[src/fla_pkg.sv]
// Shared types and constants for the free-list allocator.
package fla_pkg;

  // Payload field widths
  localparam int CMD_W   = 2;
  localparam int FREE_W  = 10;
  localparam int ALLOC_W = 10;
  localparam int CFG_W   = 11;

  localparam int          POOL_DEPTH_DEF = 1024;
  localparam logic [CFG_W-1:0] POOL_SIZE_RST = 11'd1024;

  // Request command codes
  localparam logic [CMD_W-1:0] CMD_INIT  = 2'd0;
  localparam logic [CMD_W-1:0] CMD_ALLOC = 2'd1;
  localparam logic [CMD_W-1:0] CMD_FREE  = 2'd2;

  // Controller to datapath
  typedef struct packed {
    logic capture;    // latch request, read link at head, clear walk counter
    logic walk_step;  // chain one entry during init
    logic commit;     // update head and load the result register
  } dp_cmd_t;

  // Datapath to controller
  typedef struct packed {
    logic init_zero;  // saturated pool size is zero
    logic init_last;  // walk counter is at the last chained entry
  } dp_sts_t;

endpackage

[src/fla_ctrl.sv]
// Controller: request sequencing and result handshake.
module fla_ctrl (
  input  logic                      clk,
  input  logic                      rst_n,
  input  logic                      in_valid,
  input  logic [fla_pkg::CMD_W-1:0] in_cmd,
  output logic                      in_stall,
  output logic                      out_valid,
  input  logic                      out_stall,
  input  fla_pkg::dp_sts_t          sts,
  output fla_pkg::dp_cmd_t          cmd
);
  import fla_pkg::*;

  typedef enum logic [2:0] {
    ST_IDLE   = 3'b001,
    ST_WALK   = 3'b010,
    ST_COMMIT = 3'b100
  } state_t;

  state_t state_r, state_nxt;
  logic   out_valid_r, out_valid_nxt;
  logic   slot_free;

  assign slot_free = !out_valid_r || !out_stall;

  always_comb begin
    state_nxt = state_r;
    cmd       = '0;
    unique case (state_r)
      ST_IDLE: begin
        if (in_valid) begin
          cmd.capture = 1'b1;
          if ((in_cmd == CMD_INIT) && !sts.init_zero) begin
            state_nxt = ST_WALK;
          end else begin
            state_nxt = ST_COMMIT;
          end
        end
      end
      ST_WALK: begin
        cmd.walk_step = 1'b1;
        if (sts.init_last) begin
          state_nxt = ST_COMMIT;
        end
      end
      ST_COMMIT: begin
        if (slot_free) begin
          cmd.commit = 1'b1;
          state_nxt  = ST_IDLE;
        end
      end
      default: begin
        state_nxt = ST_IDLE;
      end
    endcase
  end

  always_comb begin
    out_valid_nxt = out_valid_r && out_stall;
    if (cmd.commit) begin
      out_valid_nxt = 1'b1;
    end
  end

  always_ff @(posedge clk) begin
    if (!rst_n) begin
      state_r     <= ST_IDLE;
      out_valid_r <= 1'b0;
    end else begin
      state_r     <= state_nxt;
      out_valid_r <= out_valid_nxt;
    end
  end

  assign in_stall  = (state_r != ST_IDLE);
  assign out_valid = out_valid_r;

  a_accept_leaves_idle: assert property (@(posedge clk) disable iff (!rst_n)
    cmd.capture |=> (state_r != ST_IDLE))
    else $error("accepted request did not leave idle");

  a_walk_holds: assert property (@(posedge clk) disable iff (!rst_n)
    (state_r == ST_WALK) && !sts.init_last |=> (state_r == ST_WALK))
    else $error("init walk ended early");

  a_no_overwrite: assert property (@(posedge clk) disable iff (!rst_n)
    out_valid_r && out_stall |-> !cmd.commit)
    else $error("commit over a held result");

  a_valid_from_commit: assert property (@(posedge clk) disable iff (!rst_n)
    $rose(out_valid_r) |-> $past(cmd.commit))
    else $error("result valid without a commit");

endmodule

[config.mk]
export PLATFORM = sky130hd
export DESIGN_NAME = fla_ctrl
export DESIGN_NICKNAME = d
export VERILOG_FILES = /design/src/fla_pkg.sv /design/src/fla_ctrl.sv
export SDC_FILE = /design/constraint.sdc
export NUM_CORES = 1
export LEC_CHECK = 0
export ABC_CLOCK_PERIOD_IN_PS = 1600
export BUFFER_PORTS_ARGS = -buffer_cell sky130_fd_sc_hd__buf_2
export CAP_MARGIN = 20
export CORE_AREA = 8 8 45 47
export CTS_CLUSTER_DIAMETER = 60
export DETAILED_ROUTE_END_ITERATION = 10
export DIE_AREA = 0 0 53 55
export PLACE_DENSITY = 0.38
export SYNTH_ARGS = -nofsm -noshare
export SYNTH_HDL_FRONTEND = slang
export SYNTH_SLANG_ARGS = --single-unit
[constraint.sdc]
create_clock -name clk -period 1.6 [get_ports clk]
set_input_delay 0.24 -clock clk [delete_from_list [all_inputs] [get_ports clk]]
set_output_delay 0.24 -clock clk [all_outputs]
set_load 0.01 [all_outputs]
==> results.sh, run 1 <==
export IMPL_fp_dieW_um=53
export IMPL_grt_total_usage=0.04645
export IMPL_path_delay_family="flip-flops"
export IMPL_holdPathStages=2
export IMPL_maxSlewViolCount=0
export IMPL_cts_sinks=4
export IMPL_seq_area_um2=81.33
export IMPL_grt_pass1_wl_um=1028
export IMPL_die_area_um2=2915
export IMPL_vias=256
export IMPL_drcViolationCount=0
export IMPL_pin_count=13
export IMPL_finalCriticalPeriod_ns=1.532
export IMPL_clkPwrFrac=0.390
export IMPL_cp_end_kind="output port"
export IMPL_rows=14
export IMPL_crit_path_start_kind="flip-flop"
export IMPL_power_internal_mw=0.2275
export IMPL_max_cap_viol_count=0
export IMPL_final_setup_viol_count=0
export IMPL_skew_ns=0.003750
export IMPL_crit_reg2reg_launch="state_r[1]"
export IMPL_netSwitchingFraction=0.2546
export IMPL_rsz0062_at_grt="no"
export IMPL_start_util=0.1835
export IMPL_ys_top_cells_by_area="dfxtp_1, or3b_1, nor3b_2"
export IMPL_synthAdderAreaFrac=0
export IMPL_ff2ff_setup_slack_ns=0.36
export IMPL_synth_compound_area_share=0.2414
export IMPL_combPwrFrac=0.224
export IMPL_clockRootBuffer="clkbuf_4"
export IMPL_yosysWarnings=0
export IMPL_cts_buffer_depth=2
export IMPL_netlist_area_um2=254.0
export IMPL_drtAntennaViolNets=0
export IMPL_ys_ff_latch=4
export IMPL_fmax_ghz=0.6525
export IMPL_coreArea_um2=1384
export IMPL_path_class="reg2out"
export IMPL_cpPeakStageDelay_ns=0.43
export IMPL_hold_viol=0
export IMPL_cp_slowest_cell="dfxtp_1"
export IMPL_status="complete, no violations"
export IMPL_switchingPower_mw=0.07770
export IMPL_tritoncts="done"
export IMPL_firstDrtPassIters=4
export IMPL_synth_top_family_by_area="simple AND/OR/NAND/NOR gates"
export IMPL_synthDistinctLibCells=18
export IMPL_yosys_area_top_type_share=0.3153
export IMPL_drive_gt1_frac=0.4762
export IMPL_syn_mean_instance_area_um2=9.407
export IMPL_hp_class="in2reg"
export IMPL_clock_latency_ns=0.23
export IMPL_p_leak_nw=0.1640
export IMPL_wl_per_cell_um=10.67
export IMPL_min_delay_start="rst_n"
export IMPL_antennaDiodeCount=0
export IMPL_required_ns=1.36
export IMPL_fin_tns_setup_ns=0
export IMPL_grt_pass1_vias=263
export IMPL_vdd_drop_max_mv=0.1936
export IMPL_area_growth_pct=40.89
export IMPL_dpl_hpwl_um=533.2
export IMPL_worstPathCellList="or3b_1 > inv_1 > buf_2"
export IMPL_power_frac_seq=0.386
export IMPL_worstPathMaxFanout=7
export IMPL_routed_via_density=4.414
export IMPL_yosys_area_top_type="dfxtp_1"
export IMPL_overflow=0
export IMPL_drtIter0Drc=4
export IMPL_h_tree_depth=1
export IMPL_port_buffers=12
export IMPL_r2r_end="state_r[1]"
export IMPL_slew_headroom=0.8472
export IMPL_place_congestion=0.7127
export IMPL_netlist_instances=27
export IMPL_antenna_found_initial=0
export IMPL_cts_made_buffers=3
export IMPL_tightest_slew_ns=0.2288
export IMPL_synth_simple_area_share=0.4138
export IMPL_muxShareOfSynthArea=0
export IMPL_fin_nets=52
export IMPL_postCtsSetupBuffers=0
export IMPL_seq_area_frac_synth=0.3153
export IMPL_p_per_area_nw_per_um2=852.8
export IMPL_r2r_cells=3
export IMPL_hold_path_end="state_r[0]"
export IMPL_nFillCells=160
export IMPL_grt_max_degree=9
export IMPL_die_h_um=55
export IMPL_period_share=0.9578
export IMPL_synth_nets=35
export IMPL_crit_arrival_ns=1.29
export IMPL_path_buf_inv=2
export IMPL_synth_xor_area_frac=0
export IMPL_clkSlewWorstSetupHoldPaths_ns=0.04
export IMPL_multi_input_area_um2=166.4
export IMPL_fin_total_pwr_mw=0.3052
export IMPL_wirelength_um=619
==> how the worst max path moves through the flow <==
stage / start / endpoint / slack (ns) / depth (start not counted)
global placement: state_r[2] / cmd[0] / 0.29 / 3
CTS: state_r[2] / cmd[0] / 0.03 / 3
floorplan: state_r[2] / cmd[0] / 0.39 / 2
detailed placement: state_r[2] / cmd[0] / 0.28 / 3
global route: state_r[1] / cmd[0] / 0.006 / 3
finish: state_r[1] / cmd[1] / 0.07 / 3
==> cell usage in the layout, fill, tap and decap left out <==
master | Yosys | routed
a21boi_1 | 1 | 1
a21oi_1 | 3 | 3
a21oi_2 | 1 | 1
a2bb2oi_1 | 1 | 1
and2_1 | 1 | 1
buf_2 | 0 | 12
clkbuf_4 | 0 | 3
dfxtp_1 | 4 | 3
dfxtp_2 | 0 | 1
inv_1 | 2 | 2
nand2_1 | 1 | 1
nand3b_1 | 1 | 1
nand4b_1 | 1 | 1
nor2_1 | 1 | 1
nor3_4 | 1 | 1
nor3b_1 | 1 | 1
nor3b_2 | 2 | 2
o21ai_0 | 1 | 1
o21ai_1 | 1 | 1
o221a_1 | 1 | 1
or3b_1 | 3 | 3
==> cells by family after synthesis <==
family,Yosys count
simple gates,12
compound gates,9
flops,4
buf+inv,2
==> timing repair <==
item                                    4_1_cts  5_1_grt
hold buffers                                  0        0
gates resized for setup                       0        1
endpoints found under the setup margin        0        1
==> worst reg2reg max path, cell delays in order (launching register included) <==
cell and delay, ns:
dfxtp_1 0.43, or3b_1 0.42, a2bb2oi_1 0.16, nor3b_2 0.15
==> state kept, by name, summed over array words and instances (netlist names) <==
name / flops
out_valid: 1
state_r: 3
==> metrics by stage <==
step	cell area, um2	hold slack (ns)	utilization	setup slack [ns]	cells
after CTS	356.6	0.2401	0.2577	0.03275	58
after global routing	357.8	0.2508	0.2586	0.005644	58
after floorplan	254.0	0.3200	-	0.3932	27
after global placement	334.1	0.4693	0.2414	0.2877	55
final	357.8	0.2417	0.2586	0.06754	58
after detailed placement	334.1	0.4789	0.2414	0.2770	55
==> synth_stat cells <==
| cell | count |
|---|---|
| dfxtp_1 | 4 |
| a21oi_1 | 3 |
| or3b_1 | 3 |
| inv_1 | 2 |
| nor3b_2 | 2 |
| a21boi_1 | 1 |
| a21oi_2 | 1 |
| a2bb2oi_1 | 1 |
| and2_1 | 1 |
| nand2_1 | 1 |
| nand3b_1 | 1 |
| nand4b_1 | 1 |
| nor2_1 | 1 |
| nor3_4 | 1 |
| nor3b_1 | 1 |
| o21ai_0 | 1 |
| o21ai_1 | 1 |
| o221a_1 | 1 |
==> power groups by stage <==
stage,Clock [mW],Combinational (mW),Sequential [mW]
detailed placement,0,0.0694,0.119
global route,0.130,0.0757,0.120
finish,0.119,0.0683,0.118
floorplan,0,0.0417,0.117
CTS,0.126,0.0698,0.117
global placement,0,0.0704,0.119
==> metal layers <==
metal	vias up	GRT usage	share of wire
met4	0	0.03879	0
li1	133	-	-
met3	0	0.01604	0.079
met5	-	0	0
met1	117	0.04255	0.40
met2	6	0.08203	0.52
==> cell type report <==
type | instances | share of cell area
sequential | 4 | 0.2273
tap | 16 | 0.05594
timing repair buffer | 12 | 0.1678
clock buffer | 3 | 0.06294
multi-input combinational | 21 | 0.4650
inverter | 2 | 0.02098
Power figures use the tool's default switching activity.
==> run 2, diff against run 1 <==
--- a/config.mk
+++ b/config.mk
@@ -13,6 +13,7 @@
 export DETAILED_ROUTE_END_ITERATION = 10
 export DIE_AREA = 0 0 53 55
 export PLACE_DENSITY = 0.38
+export RECOVER_POWER = 50
 export SYNTH_ARGS = -nofsm -noshare
 export SYNTH_HDL_FRONTEND = slang
 export SYNTH_SLANG_ARGS = --single-unit
==> run 2 against run 1 <==
Compared with the run above: hold slack gained 0.0023 ns; highest routed layer unchanged; worst setup slack gained 0.0061 ns; register-to-register slack is essentially flat; core utilization shrank 0.090 points; non-clock buffer count is the same; wire length grew 0.16%; largest power group unchanged; clock-buffer cell count is the same; clock power is essentially flat; via count shrank 0.39%; fmax grew 0.40%.
==> results.sh, run 2 (synthesized netlist as in run 1, its figures left out) <==
export IMPL_cts_made_buffers=3
export IMPL_wirelength_um=620
export IMPL_slew_headroom=0.8478
export IMPL_largest_register="state_r"
export IMPL_die_area_um2=2915
export IMPL_cp_end_kind="output port"
export IMPL_worstPathCellList="or3b_1 > inv_1 > buf_2"
export IMPL_drtAntennaViolNets=0
export IMPL_antenna_found_initial=0
export IMPL_dpl_hpwl_um=533.2
export IMPL_rsz0062_at_grt="no"
export IMPL_grt_total_usage=0.04645
export IMPL_nFillCells=161
export IMPL_antennaDiodeCount=0
export IMPL_vdd_drop_max_mv=0.1934
export IMPL_clkSlewWorstSetupHoldPaths_ns=0.04
export IMPL_status="complete, no violations"
export IMPL_finalCriticalPeriod_ns=1.526
export IMPL_clockRootBuffer="clkbuf_4"
export IMPL_cp_slowest_cell="dfxtp_1"
export IMPL_coreArea_um2=1384
export IMPL_crit_arrival_ns=1.29
export IMPL_cpPeakStageDelay_ns=0.43
export IMPL_grt_pass1_wl_um=1028
export IMPL_drcViolationCount=0
export IMPL_layout_common_cells="buf_2, or3b_1, a21oi_1, clkbuf_4, dfxtp_1"
export IMPL_p_per_area_nw_per_um2=853.5
export IMPL_required_ns=1.36
export IMPL_crit_path_start_kind="flip-flop"
export IMPL_hold_viol=0
export IMPL_port_buffers=12
export IMPL_largest_reg_flops=3
export IMPL_path_class="reg2out"
export IMPL_fp_dieW_um=53
export IMPL_rows=14
export IMPL_postCtsSetupBuffers=0
export IMPL_drive_gt1_frac=0.4524
export IMPL_path_delay_family="flip-flops"
export IMPL_fin_ws_ns=0.07367
export IMPL_start_util=0.1835
export IMPL_power_frac_seq=0.388
export IMPL_die_h_um=55
export IMPL_numPlacedInstances=55
export IMPL_fmax_ghz=0.6552
export IMPL_overflow=0
export IMPL_hp_class="in2reg"
export IMPL_fin_total_pwr_mw=0.3044
export IMPL_pin_count=13
export IMPL_place_congestion=0.7127
export IMPL_routed_via_density=4.397
export IMPL_combPwrFrac=0.222
export IMPL_period_share=0.9540
export IMPL_fin_nets=52
export IMPL_final_setup_viol_count=0
export IMPL_cts_buffer_depth=2
export IMPL_netSwitchingFraction=0.2542
export IMPL_h_tree_depth=1
export IMPL_firstDrtPassIters=3
export IMPL_finalNonFillerCells=58
export IMPL_wl_per_cell_um=10.69
export IMPL_pre_cts_ws_ns=0.2770
export IMPL_grt_max_degree=9
export IMPL_power_internal_mw=0.2270
export IMPL_drtIter0Drc=4
export IMPL_tightest_slew_ns=0.2280
export IMPL_cts_hold_buf=0
export IMPL_max_cap_viol_count=0
export IMPL_layout_commonest_cell="buf_2"
export IMPL_clkPwrFrac=0.391
export IMPL_tritoncts="done"
export IMPL_maxSlewViolCount=0
export IMPL_cts_sinks=4
export IMPL_clock_latency_ns=0.23
export IMPL_area_growth_pct=40.39
export IMPL_p_leak_nw=0.1591
export IMPL_grt_pass1_vias=263
export IMPL_path_buf_inv=2
export IMPL_worstPathMaxFanout=7
export IMPL_vias=255
export IMPL_skew_ns=0.003750
export IMPL_switchingPower_mw=0.07737
export IMPL_fin_tns_setup_ns=0
==> run 2: power groups by stage <==
| stage | combinational [mW] | clock [mW] | sequential (mW) |
|---|---|---|---|
| floorplan | 0.0417 | 0 | 0.117 |
| global placement | 0.0704 | 0 | 0.119 |
| detailed placement | 0.0694 | 0 | 0.119 |
| CTS | 0.0698 | 0.126 | 0.117 |
| global route | 0.0750 | 0.130 | 0.120 |
| finish | 0.0675 | 0.119 | 0.118 |
==> run 2: final cells by class <==
cell class / count / area, um2 / share of cell area
Tap cell: 16 / 20.02 / 0.05614
Timing Repair Buffer: 12 / 58.81 / 0.1649
Inverter: 2 / 7.507 / 0.02105
Clock buffer: 3 / 22.52 / 0.06316
Multi-Input combinational cell: 21 / 166.4 / 0.4667
Sequential cell: 4 / 81.33 / 0.2281
==> run 2: worst reg2reg max path: cells and delay by family, from the launching register on <==
family           cells  cell delay (ns)
AO/OA/AOI/OAI        1             0.16
flip-flops           1             0.43
AND/OR/NAND/NOR      2             0.57
==> run 2: worst paths after layout <==
check / from / endpoint / slack [ns] / cells after the start
min: rst_n / state_r[0] / 0.24 / 2
min reg2reg: out_valid / out_valid / 0.49 / 2
max reg2reg: state_r[1] / state_r[1] / 0.37 / 3
max: state_r[1] / cmd[1] / 0.07 / 3
==> run 2: per-layer routing <==
| layer | vias to the layer above | global-route usage | part of all wire |
|---|---|---|---|
| met5 | - | 0 | 0 |
| met4 | 0 | 0.03879 | 0 |
| met3 | 0 | 0.01604 | 0.081 |
| met2 | 6 | 0.08203 | 0.52 |
| met1 | 116 | 0.04255 | 0.40 |
| li1 | 133 | - | - |
==> run 2: metrics by stage <==
step	utilization	hold slack, ns	instance area [um2]
5_1_grt	0.2577	0.2538	356.6
3_3_place_gp	0.2414	0.4693	334.1
2_1_floorplan	-	0.3200	254.0
4_1_cts	0.2577	0.2401	356.6
6_report	0.2577	0.2440	356.6
3_5_place_dp	0.2414	0.4789	334.1
==> run 2: repair_timing <==
item | 4_1_cts | 5_1_grt
endpoints found under the setup margin | 0 | 1
gates resized for setup | 0 | 1
hold endpoints to repair | 0 | 0
